`src/hw/rtl/assert_macros.svh`:
```
// Assertion macros used by the top level of the sorted insert priority queue.
`ifndef ASSERT_MACROS_SVH
`define ASSERT_MACROS_SVH

`ifndef SYNTH

// Clocked assertion that is switched off while reset is high.
`define ASSERT_CLK_RST(lbl, clk, rst, prop, msg) \
   lbl: assert property (@(posedge clk) disable iff (rst) (prop)) else $error(msg);

// Clocked assertion that also holds during reset.
`define ASSERT_CLK(lbl, clk, prop, msg) \
   lbl: assert property (@(posedge clk) (prop)) else $error(msg);

`else

`define ASSERT_CLK_RST(lbl, clk, rst, prop, msg)
`define ASSERT_CLK(lbl, clk, prop, msg)

`endif

`endif

```
`src/hw/rtl/sipq_pkg.sv`:
```
// Package with field widths, codes and controller/datapath link types of the queue.
package sipq_pkg;

   localparam int KEY_W    = 32;
   localparam int STATUS_W = 2;
   localparam int COUNT_W  = 5;
   localparam int CAP_W    = 5;

   localparam logic [CAP_W-1:0] CAP_RESET = 5'd16;

   localparam logic OP_INSERT = 1'b0;
   localparam logic OP_REMOVE = 1'b1;

   localparam logic [STATUS_W-1:0] ST_OK    = 2'd0;
   localparam logic [STATUS_W-1:0] ST_FULL  = 2'd1;
   localparam logic [STATUS_W-1:0] ST_EMPTY = 2'd2;

   // Commands from the controller to the datapath.
   typedef struct packed {
      logic load;       // capture the accepted transaction
      logic rd_en;      // read the memory
      logic rd_fwd;     // read at the next position, else one below it
      logic pos_dec;
      logic pos_inc;
      logic wr_en;      // write the memory
      logic wr_prev;    // write one below the position, else at it
      logic wr_key;     // write the held key, else the read data
      logic grab_head;  // capture the read data as the removed key
      logic fill_inc;
      logic fill_dec;
      logic out_load;   // load the result register
   } cmd_type;

   // Status from the datapath to the controller.
   typedef struct packed {
      logic full;
      logic empty;
      logic gt;         // read data is greater than the held key
      logic pos_one;
      logic fill_one;
      logic pos_last;   // position is the last held entry
      logic out_free;   // result register can take a new result
   } stat_type;

endpackage

```
`src/hw/rtl/sipq_intf.sv`:
```
// Channel interfaces of the queue: request, response and capacity write.
interface sipq_req_if import sipq_pkg::*; ();
   logic             valid;
   logic             ready;
   logic             operation;
   logic [KEY_W-1:0] key;

   modport source (output valid, output operation, output key, input ready);
   modport sink (input valid, input operation, input key, output ready);
endinterface

interface sipq_rsp_if import sipq_pkg::*; ();
   logic                valid;
   logic                ready;
   logic [STATUS_W-1:0] status;
   logic [KEY_W-1:0]    removed_key;
   logic [COUNT_W-1:0]  count;

   modport source (output valid, output status, output removed_key, output count,
                   input ready);
   modport sink (input valid, input status, input removed_key, input count,
                 output ready);
endinterface

interface sipq_csr_if import sipq_pkg::*; ();
   logic             valid;
   logic             ready;
   logic [CAP_W-1:0] data;

   modport source (output valid, output data, input ready);
   modport sink (input valid, input data, output ready);
endinterface

```
`src/hw/rtl/sipq_ctrl.sv`:
```
// Controller state machine that sequences inserts and removes over the key memory.
module sipq_ctrl import sipq_pkg::*; (
   input  logic     clock,
   input  logic     reset,
   input  logic     req_valid,
   input  logic     req_operation,
   output logic     req_ready,
   input  stat_type stat,
   output cmd_type  cmd
);

   typedef enum logic [7:0] {
      S_IDLE     = 8'b0000_0001,
      S_INS_RD   = 8'b0000_0010,
      S_INS_CMP  = 8'b0000_0100,
      S_PLACE    = 8'b0000_1000,
      S_RM_RD    = 8'b0001_0000,
      S_RM_HEAD  = 8'b0010_0000,
      S_RM_SHIFT = 8'b0100_0000,
      S_DONE     = 8'b1000_0000
   } state_type;

   state_type state_ff, state_in;

   always_ff @(posedge clock) begin
      if (reset) begin
         state_ff <= S_IDLE;
      end else begin
         state_ff <= state_in;
      end
   end

   always_comb begin
      state_in  = state_ff;
      cmd       = '0;
      req_ready = 1'b0;
      case (state_ff)
         S_IDLE: begin
            req_ready = 1'b1;
            if (req_valid) begin
               cmd.load = 1'b1;
               if (req_operation == OP_INSERT) begin
                  if (stat.full) begin
                     state_in = S_DONE;
                  end else if (stat.empty) begin
                     state_in = S_PLACE;
                  end else begin
                     state_in = S_INS_RD;
                  end
               end else begin
                  state_in = stat.empty ? S_DONE : S_RM_RD;
               end
            end
         end
         S_INS_RD: begin
            cmd.rd_en = 1'b1;
            state_in  = S_INS_CMP;
         end
         S_INS_CMP: begin
            cmd.wr_en = 1'b1;
            if (stat.gt) begin
               cmd.pos_dec = 1'b1;
               if (stat.pos_one) begin
                  state_in = S_PLACE;
               end else begin
                  cmd.rd_en = 1'b1;
               end
            end else begin
               cmd.wr_key   = 1'b1;
               cmd.fill_inc = 1'b1;
               state_in     = S_DONE;
            end
         end
         S_PLACE: begin
            cmd.wr_en    = 1'b1;
            cmd.wr_key   = 1'b1;
            cmd.fill_inc = 1'b1;
            state_in     = S_DONE;
         end
         S_RM_RD: begin
            cmd.rd_en  = 1'b1;
            cmd.rd_fwd = 1'b1;
            state_in   = S_RM_HEAD;
         end
         S_RM_HEAD: begin
            cmd.grab_head = 1'b1;
            if (stat.fill_one) begin
               cmd.fill_dec = 1'b1;
               state_in     = S_DONE;
            end else begin
               cmd.pos_inc = 1'b1;
               cmd.rd_en   = 1'b1;
               cmd.rd_fwd  = 1'b1;
               state_in    = S_RM_SHIFT;
            end
         end
         S_RM_SHIFT: begin
            cmd.wr_en   = 1'b1;
            cmd.wr_prev = 1'b1;
            if (stat.pos_last) begin
               cmd.fill_dec = 1'b1;
               state_in     = S_DONE;
            end else begin
               cmd.pos_inc = 1'b1;
               cmd.rd_en   = 1'b1;
               cmd.rd_fwd  = 1'b1;
            end
         end
         S_DONE: begin
            if (stat.out_free) begin
               cmd.out_load = 1'b1;
               state_in     = S_IDLE;
            end
         end
         default: begin
            state_in = S_IDLE;
         end
      endcase
   end

endmodule

```
`src/hw/rtl/sipq_dpath.sv`:
```
// Datapath of the queue: key memory, position and fill counters, capacity and result register.
module sipq_dpath import sipq_pkg::*; #(
   parameter int DEPTH     = 16,
   parameter int KEY_WIDTH = 32
) (
   input  logic     clock,
   input  logic     reset,
   sipq_req_if.sink   req,
   sipq_rsp_if.source rsp,
   sipq_csr_if.sink   csr,
   input  cmd_type  cmd,
   output stat_type stat
);

   localparam int AW   = $clog2(DEPTH);
   localparam int FW   = $clog2(DEPTH + 1);
   localparam int CMPW = (FW > CAP_W) ? FW : CAP_W;

   logic [KEY_WIDTH-1:0] mem [DEPTH];

   logic [KEY_WIDTH-1:0] key_ff;
   logic [KEY_WIDTH-1:0] rdata_ff;
   logic [AW-1:0]        pos_ff, pos_in;
   logic [FW-1:0]        fill_ff, fill_in;
   logic [CAP_W-1:0]     cap_ff;
   logic [STATUS_W-1:0]  status_ff;
   logic [KEY_W-1:0]     removed_ff;
   logic                 out_valid_ff;
   logic [STATUS_W-1:0]  out_status_ff;
   logic [KEY_W-1:0]     out_key_ff;
   logic [COUNT_W-1:0]   out_count_ff;

   logic [AW-1:0]        rd_addr;
   logic [AW-1:0]        wr_addr;
   logic [KEY_WIDTH-1:0] wr_data;

   always_comb begin
      pos_in = pos_ff;
      if (cmd.load) begin
         pos_in = (req.operation == OP_REMOVE) ? '0 : fill_ff[AW-1:0];
      end else if (cmd.pos_dec) begin
         pos_in = pos_ff - AW'(1);
      end else if (cmd.pos_inc) begin
         pos_in = pos_ff + AW'(1);
      end
   end

   always_comb begin
      fill_in = fill_ff;
      if (cmd.fill_inc) begin
         fill_in = fill_ff + FW'(1);
      end else if (cmd.fill_dec) begin
         fill_in = fill_ff - FW'(1);
      end
   end

   assign rd_addr = cmd.rd_fwd ? pos_in : pos_in - AW'(1);
   assign wr_addr = cmd.wr_prev ? pos_ff - AW'(1) : pos_ff;
   assign wr_data = cmd.wr_key ? key_ff : rdata_ff;

   always_ff @(posedge clock) begin
      if (cmd.wr_en) begin
         mem[wr_addr] <= wr_data;
      end
   end

   always_ff @(posedge clock) begin
      if (cmd.rd_en) begin
         rdata_ff <= mem[rd_addr];
      end
   end

   always_ff @(posedge clock) begin
      if (reset) begin
         fill_ff      <= '0;
         cap_ff       <= CAP_RESET;
         out_valid_ff <= 1'b0;
      end else begin
         fill_ff <= fill_in;
         if (csr.valid) begin
            cap_ff <= csr.data;
         end
         if (cmd.out_load) begin
            out_valid_ff <= 1'b1;
         end else if (rsp.ready) begin
            out_valid_ff <= 1'b0;
         end
      end
   end

   always_ff @(posedge clock) begin
      pos_ff <= pos_in;
      if (cmd.load) begin
         key_ff     <= KEY_WIDTH'(req.key);
         removed_ff <= '0;
         if (req.operation == OP_REMOVE) begin
            status_ff <= stat.empty ? ST_EMPTY : ST_OK;
         end else begin
            status_ff <= stat.full ? ST_FULL : ST_OK;
         end
      end
      if (cmd.grab_head) begin
         removed_ff <= KEY_W'(rdata_ff);
      end
      if (cmd.out_load) begin
         out_status_ff <= status_ff;
         out_key_ff    <= removed_ff;
         out_count_ff  <= COUNT_W'(fill_ff);
      end
   end

   assign stat.full     = (CMPW'(fill_ff) >= CMPW'(cap_ff)) || (fill_ff >= FW'(DEPTH));
   assign stat.empty    = (fill_ff == '0);
   assign stat.gt       = (rdata_ff > key_ff);
   assign stat.pos_one  = (pos_ff == AW'(1));
   assign stat.fill_one = (fill_ff == FW'(1));
   assign stat.pos_last = ((FW'(pos_ff) + FW'(1)) == fill_ff);
   assign stat.out_free = !out_valid_ff || rsp.ready;

   assign csr.ready       = 1'b1;
   assign rsp.valid       = out_valid_ff;
   assign rsp.status      = out_status_ff;
   assign rsp.removed_key = out_key_ff;
   assign rsp.count       = out_count_ff;

endmodule

```
`src/hw/rtl/sorted_insert_priority_queue_unit.sv`:
```
// Top level of the sorted insert priority queue: controller, datapath and checks.
//
//   Channel  Direction  Carries                              Transaction when
//   req      in         operation, key                       req.valid && req.ready
//   rsp      out        status, removed_key, count           rsp.valid && rsp.ready
//   csr      in         capacity (data)                      csr.valid && csr.ready
//
// One request is worked on at a time. An insert moves up each held entry greater than
// its key, and a remove moves every other held entry down by one; the memory moves
// one entry per cycle.
// The result register lets a new request enter while the last result still waits;
// a request finishes only once that register is free.
// Reset is synchronous: fill goes to zero, capacity to 16, the result register empties.
// The key memory itself is not cleared; only entries below the fill are read.
`include "assert_macros.svh"

module sorted_insert_priority_queue_unit import sipq_pkg::*; #(
   parameter int DEPTH     = 16,
   parameter int KEY_WIDTH = 32
) (
   input logic        clock,
   input logic        reset,
   sipq_req_if.sink   req,
   sipq_rsp_if.source rsp,
   sipq_csr_if.sink   csr
);

   cmd_type  cmd;
   stat_type stat;
   logic     ctrl_ready;

   // The controller walks each transaction through its memory steps.
   sipq_ctrl u_ctrl (
      .clock         (clock),
      .reset         (reset),
      .req_valid     (req.valid),
      .req_operation (req.operation),
      .req_ready     (ctrl_ready),
      .stat          (stat),
      .cmd           (cmd)
   );

   assign req.ready = ctrl_ready;

   // The datapath holds the sorted keys in a memory and carries out the commands.
   sipq_dpath #(
      .DEPTH     (DEPTH),
      .KEY_WIDTH (KEY_WIDTH)
   ) u_dpath (
      .clock (clock),
      .reset (reset),
      .req   (req),
      .rsp   (rsp),
      .csr   (csr),
      .cmd   (cmd),
      .stat  (stat)
   );

   // An accepted request keeps the block busy for at least the next cycle.
   `ASSERT_CLK_RST(a_busy_after_accept, clock, reset, (req.valid && req.ready) |=> !req.ready, "request accepted while the previous one was still in progress")

   // Only a successful remove reports a nonzero key.
   `ASSERT_CLK_RST(a_key_zero_on_flag, clock, reset, (rsp.valid && (rsp.status != ST_OK)) |-> (rsp.removed_key == '0), "flagged result carries a nonzero removed key")

   // Neither is the memory written nor the result register loaded while the block waits for a request.
   `ASSERT_CLK(a_no_write_idle, clock, (cmd.wr_en || cmd.out_load) |-> !req.ready, "memory write or result load while idle")

endmodule

```
`src/flat_wrapper.sv`:
```
// flat-port wrapper written by rule: the top's interface ports become plain ports
module sorted_insert_priority_queue_unit_flat import sipq_pkg::*;
#(
   parameter int DEPTH     = 16,
   parameter int KEY_WIDTH = 32
)
  (clock, reset, req_valid, req_operation, req_key, req_ready, rsp_valid, rsp_status, rsp_removed_key, rsp_count, rsp_ready, csr_valid, csr_data, csr_ready);
  sipq_req_if req_i ();
  sipq_rsp_if rsp_i ();
  sipq_csr_if csr_i ();
  input logic clock;
  input logic reset;
  input wire logic [$bits(req_i.valid)-1:0] req_valid;
  input wire logic [$bits(req_i.operation)-1:0] req_operation;
  input wire logic [$bits(req_i.key)-1:0] req_key;
  output wire logic [$bits(req_i.ready)-1:0] req_ready;
  output wire logic [$bits(rsp_i.valid)-1:0] rsp_valid;
  output wire logic [$bits(rsp_i.status)-1:0] rsp_status;
  output wire logic [$bits(rsp_i.removed_key)-1:0] rsp_removed_key;
  output wire logic [$bits(rsp_i.count)-1:0] rsp_count;
  input wire logic [$bits(rsp_i.ready)-1:0] rsp_ready;
  input wire logic [$bits(csr_i.valid)-1:0] csr_valid;
  input wire logic [$bits(csr_i.data)-1:0] csr_data;
  output wire logic [$bits(csr_i.ready)-1:0] csr_ready;
  assign req_i.valid = req_valid;
  assign req_i.operation = req_operation;
  assign req_i.key = req_key;
  assign req_ready = req_i.ready;
  assign rsp_valid = rsp_i.valid;
  assign rsp_status = rsp_i.status;
  assign rsp_removed_key = rsp_i.removed_key;
  assign rsp_count = rsp_i.count;
  assign rsp_i.ready = rsp_ready;
  assign csr_i.valid = csr_valid;
  assign csr_i.data = csr_data;
  assign csr_ready = csr_i.ready;
  sorted_insert_priority_queue_unit #(.DEPTH(DEPTH), .KEY_WIDTH(KEY_WIDTH)) u_core (.clock(clock), .reset(reset), .req(req_i), .rsp(rsp_i), .csr(csr_i));
endmodule
```
`config.mk`:
```
export PLATFORM = sky130hd
export DESIGN_NAME = sorted_insert_priority_queue_unit_flat
export DESIGN_NICKNAME = d
export VERILOG_FILES = /design/src/hw/rtl/sipq_pkg.sv /design/src/hw/rtl/sipq_intf.sv /design/src/hw/rtl/sipq_ctrl.sv /design/src/hw/rtl/sipq_dpath.sv /design/src/hw/rtl/sorted_insert_priority_queue_unit.sv /design/src/flat_wrapper.sv
export VERILOG_INCLUDE_DIRS = /design/src /design/src/hw/rtl
export SDC_FILE = /design/constraint.sdc
export NUM_CORES = 1
export LEC_CHECK = 0
export BUFFER_PORTS_ARGS = -buffer_cell sky130_fd_sc_hd__buf_2
export CORE_MARGIN = 5
export CORE_UTILIZATION = 35
export DETAILED_ROUTE_END_ITERATION = 7
export GPL_ROUTABILITY_DRIVEN = 0
export HOLD_SLACK_MARGIN = 0.06
export PLACE_DENSITY = 0.62
export SKIP_CTS_REPAIR_TIMING = 1
export SLEW_MARGIN = 30
export SYNTH_ARGS = -nofsm -noshare
export SYNTH_HDL_FRONTEND = slang
export SYNTH_SLANG_ARGS = --single-unit
```
`constraint.sdc`:
```
create_clock -name clock -period 4.3 [get_ports clock]
set_clock_uncertainty 0.05 [all_clocks]
set_input_delay 0.215 -clock clock [delete_from_list [all_inputs] [get_ports clock]]
set_output_delay 0.215 -clock clock [all_outputs]
set_load 0.02 [all_outputs]
```
==> flow_metrics.py <==
metrics = {
    "global_routing": {
        "grt_first_pass_wirelength_um": 141000,
        "grt_usage_pct": 18.5,
        "first_global_vias": 22300,
        "grt_max_degree": 77,
        "grt_overflow": 0,
        "antenna_found_initial": 3,
    },
    "drt": {
        "drtPass1Iterations": 6,
        "drt_iter0_drc": 2601,
        "drc_errors": 0,
        "postRouteWirelength_um": 98400,
        "vias_per_cell": 5.71,
        "ant_nets": 0,
        "routedWlPerCell_um": 23.6,
        "vias": 23900,
    },
    "yosys": {
        "async_flop_share_pct": 0,
        "syn_avg_cell_area_um2": 12.2,
        "ys.flop_type": "edfxtp_1",
        "synth-edff-count": 649,
        "syn_inst": 2616,
        "synth.distinct_cells": 82,
        "synth_area_um2": 32000,
        "ys_seq_area_share_pct": 62.3,
        "yosysMostFrequentCell": "edfxtp_1",
        "synth-seq-cells": 672,
        "synth_nets": 2703,
        "synth_warnings": 0,
        "synth_top_area_share_pct": 60.8,
        "yosys-top-cells-count": "edfxtp_1, nand3_1, nand2_1",
        "synth_top_area_cell": "edfxtp_1",
        "synthTopCellsByArea": "edfxtp_1, nand3_1, mux2i_1, nand2_1, a22oi_1",
    },
    "sta": {
        "timing.final.crit_share_pct": 112,
        "layout_min_cycle_time_ns": 4.80,
        "hold_viol_final": 0,
        "clock.fmax_mhz": 208,
        "setup_viol": 31,
        "rsz0062_at_grt": "yes",
        "setup_slack_ns": -0.498,
        "whs_ns": 0.251,
        "drv_slew": 0,
        "worst_slew_pin_slew_ns": 1.04,
        "relSlewSlack_pct": 30.8,
    },
    "clock_tree": {
        "cts_tree": "done",
        "clkSinkCount": 672,
        "path_clk_slew_ns": 0.06,
        "root_buffer": "clkbuf_16",
        "cts.path.max_buffers": 3,
        "htree_levels": 3,
        "numCtsBuffers": 68,
        "insertion_delay_ns": 0.62,
    },
    "floorplan": {
        "num_io_pins": 85,
        "start_util_pct": 35.1,
        "fp.coreArea_um2": 91200,
        "die_y_um": 313,
        "die_area_um2": 97700,
        "die_x_um": 313,
        "rows": 111,
    },
    "cells_and_area": {
        "final_util_pct": 43.7,
        "n_antenna_cell": 0,
        "drive_gt1_share_pct": 22.4,
        "area_growth_pct": 24.3,
        "nNetsFinal": 3024,
    },
    "setup_path": {
        "critPathSlowestCell": "or4_4",
        "crit_path_max_incr_delay_ns": 0.56,
        "cp-end-kind": "flop",
        "critical_path_arrival_ns": 5.10,
        "start_kind": "flop",
        "worst_ep_required_time_ns": 4.60,
        "path_class": "flop to flop",
        "timing.critical_path.cells": "ha_4 > nand4_1 > buf_6 > or4_4 > and4b_1 > o31a_4 > nor2_4 > a21oi_1 > o21ai_1 > a21oi_2 > ha_1 > buf_6 > a21oi_4 > buf_12 > buf_4 > buf_12 > mux2i_1 > mux2i_1 > mux2_2 > a22oi_2 > o211ai_1",
        "crit_path_max_fanout": 11,
    },
    "run_status": {
        "status": "finished, violations left",
        "violations": "setup timing",
    },
    "placed_design": {
        "port_buffers": 83,
        "place_hpwl_um": 57100,
    },
    "worst_hold_path": {
        "hp-class": "primary input to flop",
    },
    "power": {
        "power.leakage_uw": 0.0146,
        "pwr_density_cell_nw_per_um2": 584,
        "vdd.ir_drop.worst_mv": 0.383,
    },
    "flow_run": {
        "cap_violations": 0,
    },
}
-- worst paths after layout --
path	to	slack, ns	depth (start not counted)	start
max	u_core.u_dpath.rdata_ff[7]	-0.50	21	u_core.u_dpath.rdata_ff[10]
min	u_core.u_dpath.key_ff[18]	0.25	2	req_key[18]
max reg2reg	u_core.u_dpath.rdata_ff[7]	-0.50	21	u_core.u_dpath.rdata_ff[10]
min reg2reg	u_core.u_dpath.rsp.removed_key[4]	0.37	0	u_core.u_dpath.removed_ff[4]
-- layer usage --
| layer | GRT usage, % | part of all wire [%] | vias up |
|---|---|---|---|
| li1 | - | - | 10600 |
| met5 | 0 | 0.013 | - |
| met4 | 6.48 | 3.1 | 2 |
| met2 | 30.7 | 48 | 1208 |
| met1 | 24.8 | 40 | 11800 |
| met3 | 3.18 | 9.0 | 187 |
-- cells in the final DEF (no fill, tap or decap), drive strengths merged, types with 5 or more instances in the layout --
cell type / n
a22oi: 128
edfxtp: 649
a21o: 6
dlygate4sd3: 52
clkinv: 22
and2: 32
o21ai: 17
mux2: 62
xnor2: 9
buf: 379
mux2i: 201
a221oi: 61
inv: 55
dfxtp: 23
nand2: 351
o211ai: 41
and3: 5
clkbuf: 94
a21oi: 97
nand2b: 5
ha: 44
bufinv: 10
nor2b: 19
nor3: 21
nand3: 416
nor2: 77
o221ai: 33
nand4: 11
-- final cells by class --
type,count,area [um^2]
Tap cell,1186,1480
Fill cell,8155,51400
Timing Repair Buffer,441,4300
Sequential cell,672,19900
Clock buffer,84,1780
Multi-Input combinational cell,1702,11600
Inverter,52,195
Clock inverter,39,522
-- power breakdown --
part / internal (uW) / switching (uW) / leakage [uW] / total, uW
clock network: 3600 / 2600 / 0.00112 / 6200
registers: 7660 / 111 / 0.00607 / 7780
logic: 4260 / 5010 / 0.00737 / 9270
total: 15500 / 7720 / 0.0146 / 23200
-- metrics by stage --
| stage | std cells | worst slack [ns] | total power [uW] | area [um^2] | TNS, ns |
|---|---|---|---|---|---|
| 6_report | 4176 | -0.498 | 23200 | 39800 | -12.41 |
| 5_1_grt | 4176 | -0.646 | 24100 | 39800 | -17.18 |
| 4_1_cts | 4067 | -0.792 | 21600 | 38300 | -20.33 |
| 3_5_place_dp | 3944 | -0.780 | 15400 | 36000 | -19.40 |
| 3_3_place_gp | 3942 | -0.766 | 15400 | 35900 | -20.40 |
| 2_1_floorplan | 2616 | 0.0563 | 12200 | 32000 | 0 |
-- sequential cells by signal, indices dropped and copies added, names as in the netlist --
register,count
u_core.u_ctrl.state_ff,8
u_core.u_dpath.cap_ff,5
u_core.u_dpath.fill_ff,5
u_core.u_dpath.key_ff,32
u_core.u_dpath.mem,512
u_core.u_dpath.pos_ff,4
u_core.u_dpath.rdata_ff,32
u_core.u_dpath.removed_ff,32
u_core.u_dpath.rsp.count,5
u_core.u_dpath.rsp.removed_key,32
u_core.u_dpath.rsp.status,2
u_core.u_dpath.rsp.valid,1
u_core.u_dpath.status_ff,2
-- critical path, delay by kind of cell (launching register included) --
kind                     cells  cell delay, ns
AND/OR/NAND/NOR              4            1.06
AO/OA/AOI/OAI                7            1.02
buffers and inverters        5            0.75
adder cells (fa/ha/maj)      2            0.62
multiplexers                 3            0.57
flip-flops                   1            0.45
-- cell families after synthesis --
family	after synthesis	share of synthesized area, %
adders and majority gates	44	1.72
and+or+nand+nor	959	13.9
xor gates and xnor gates	14	0.484
muxes	263	8.48
AOI/OAI and AO/OA	421	9.70
DFF	672	62.3
other	1	0.0117
buffers and inverters	242	3.39
Power figures use the tool's default switching activity.
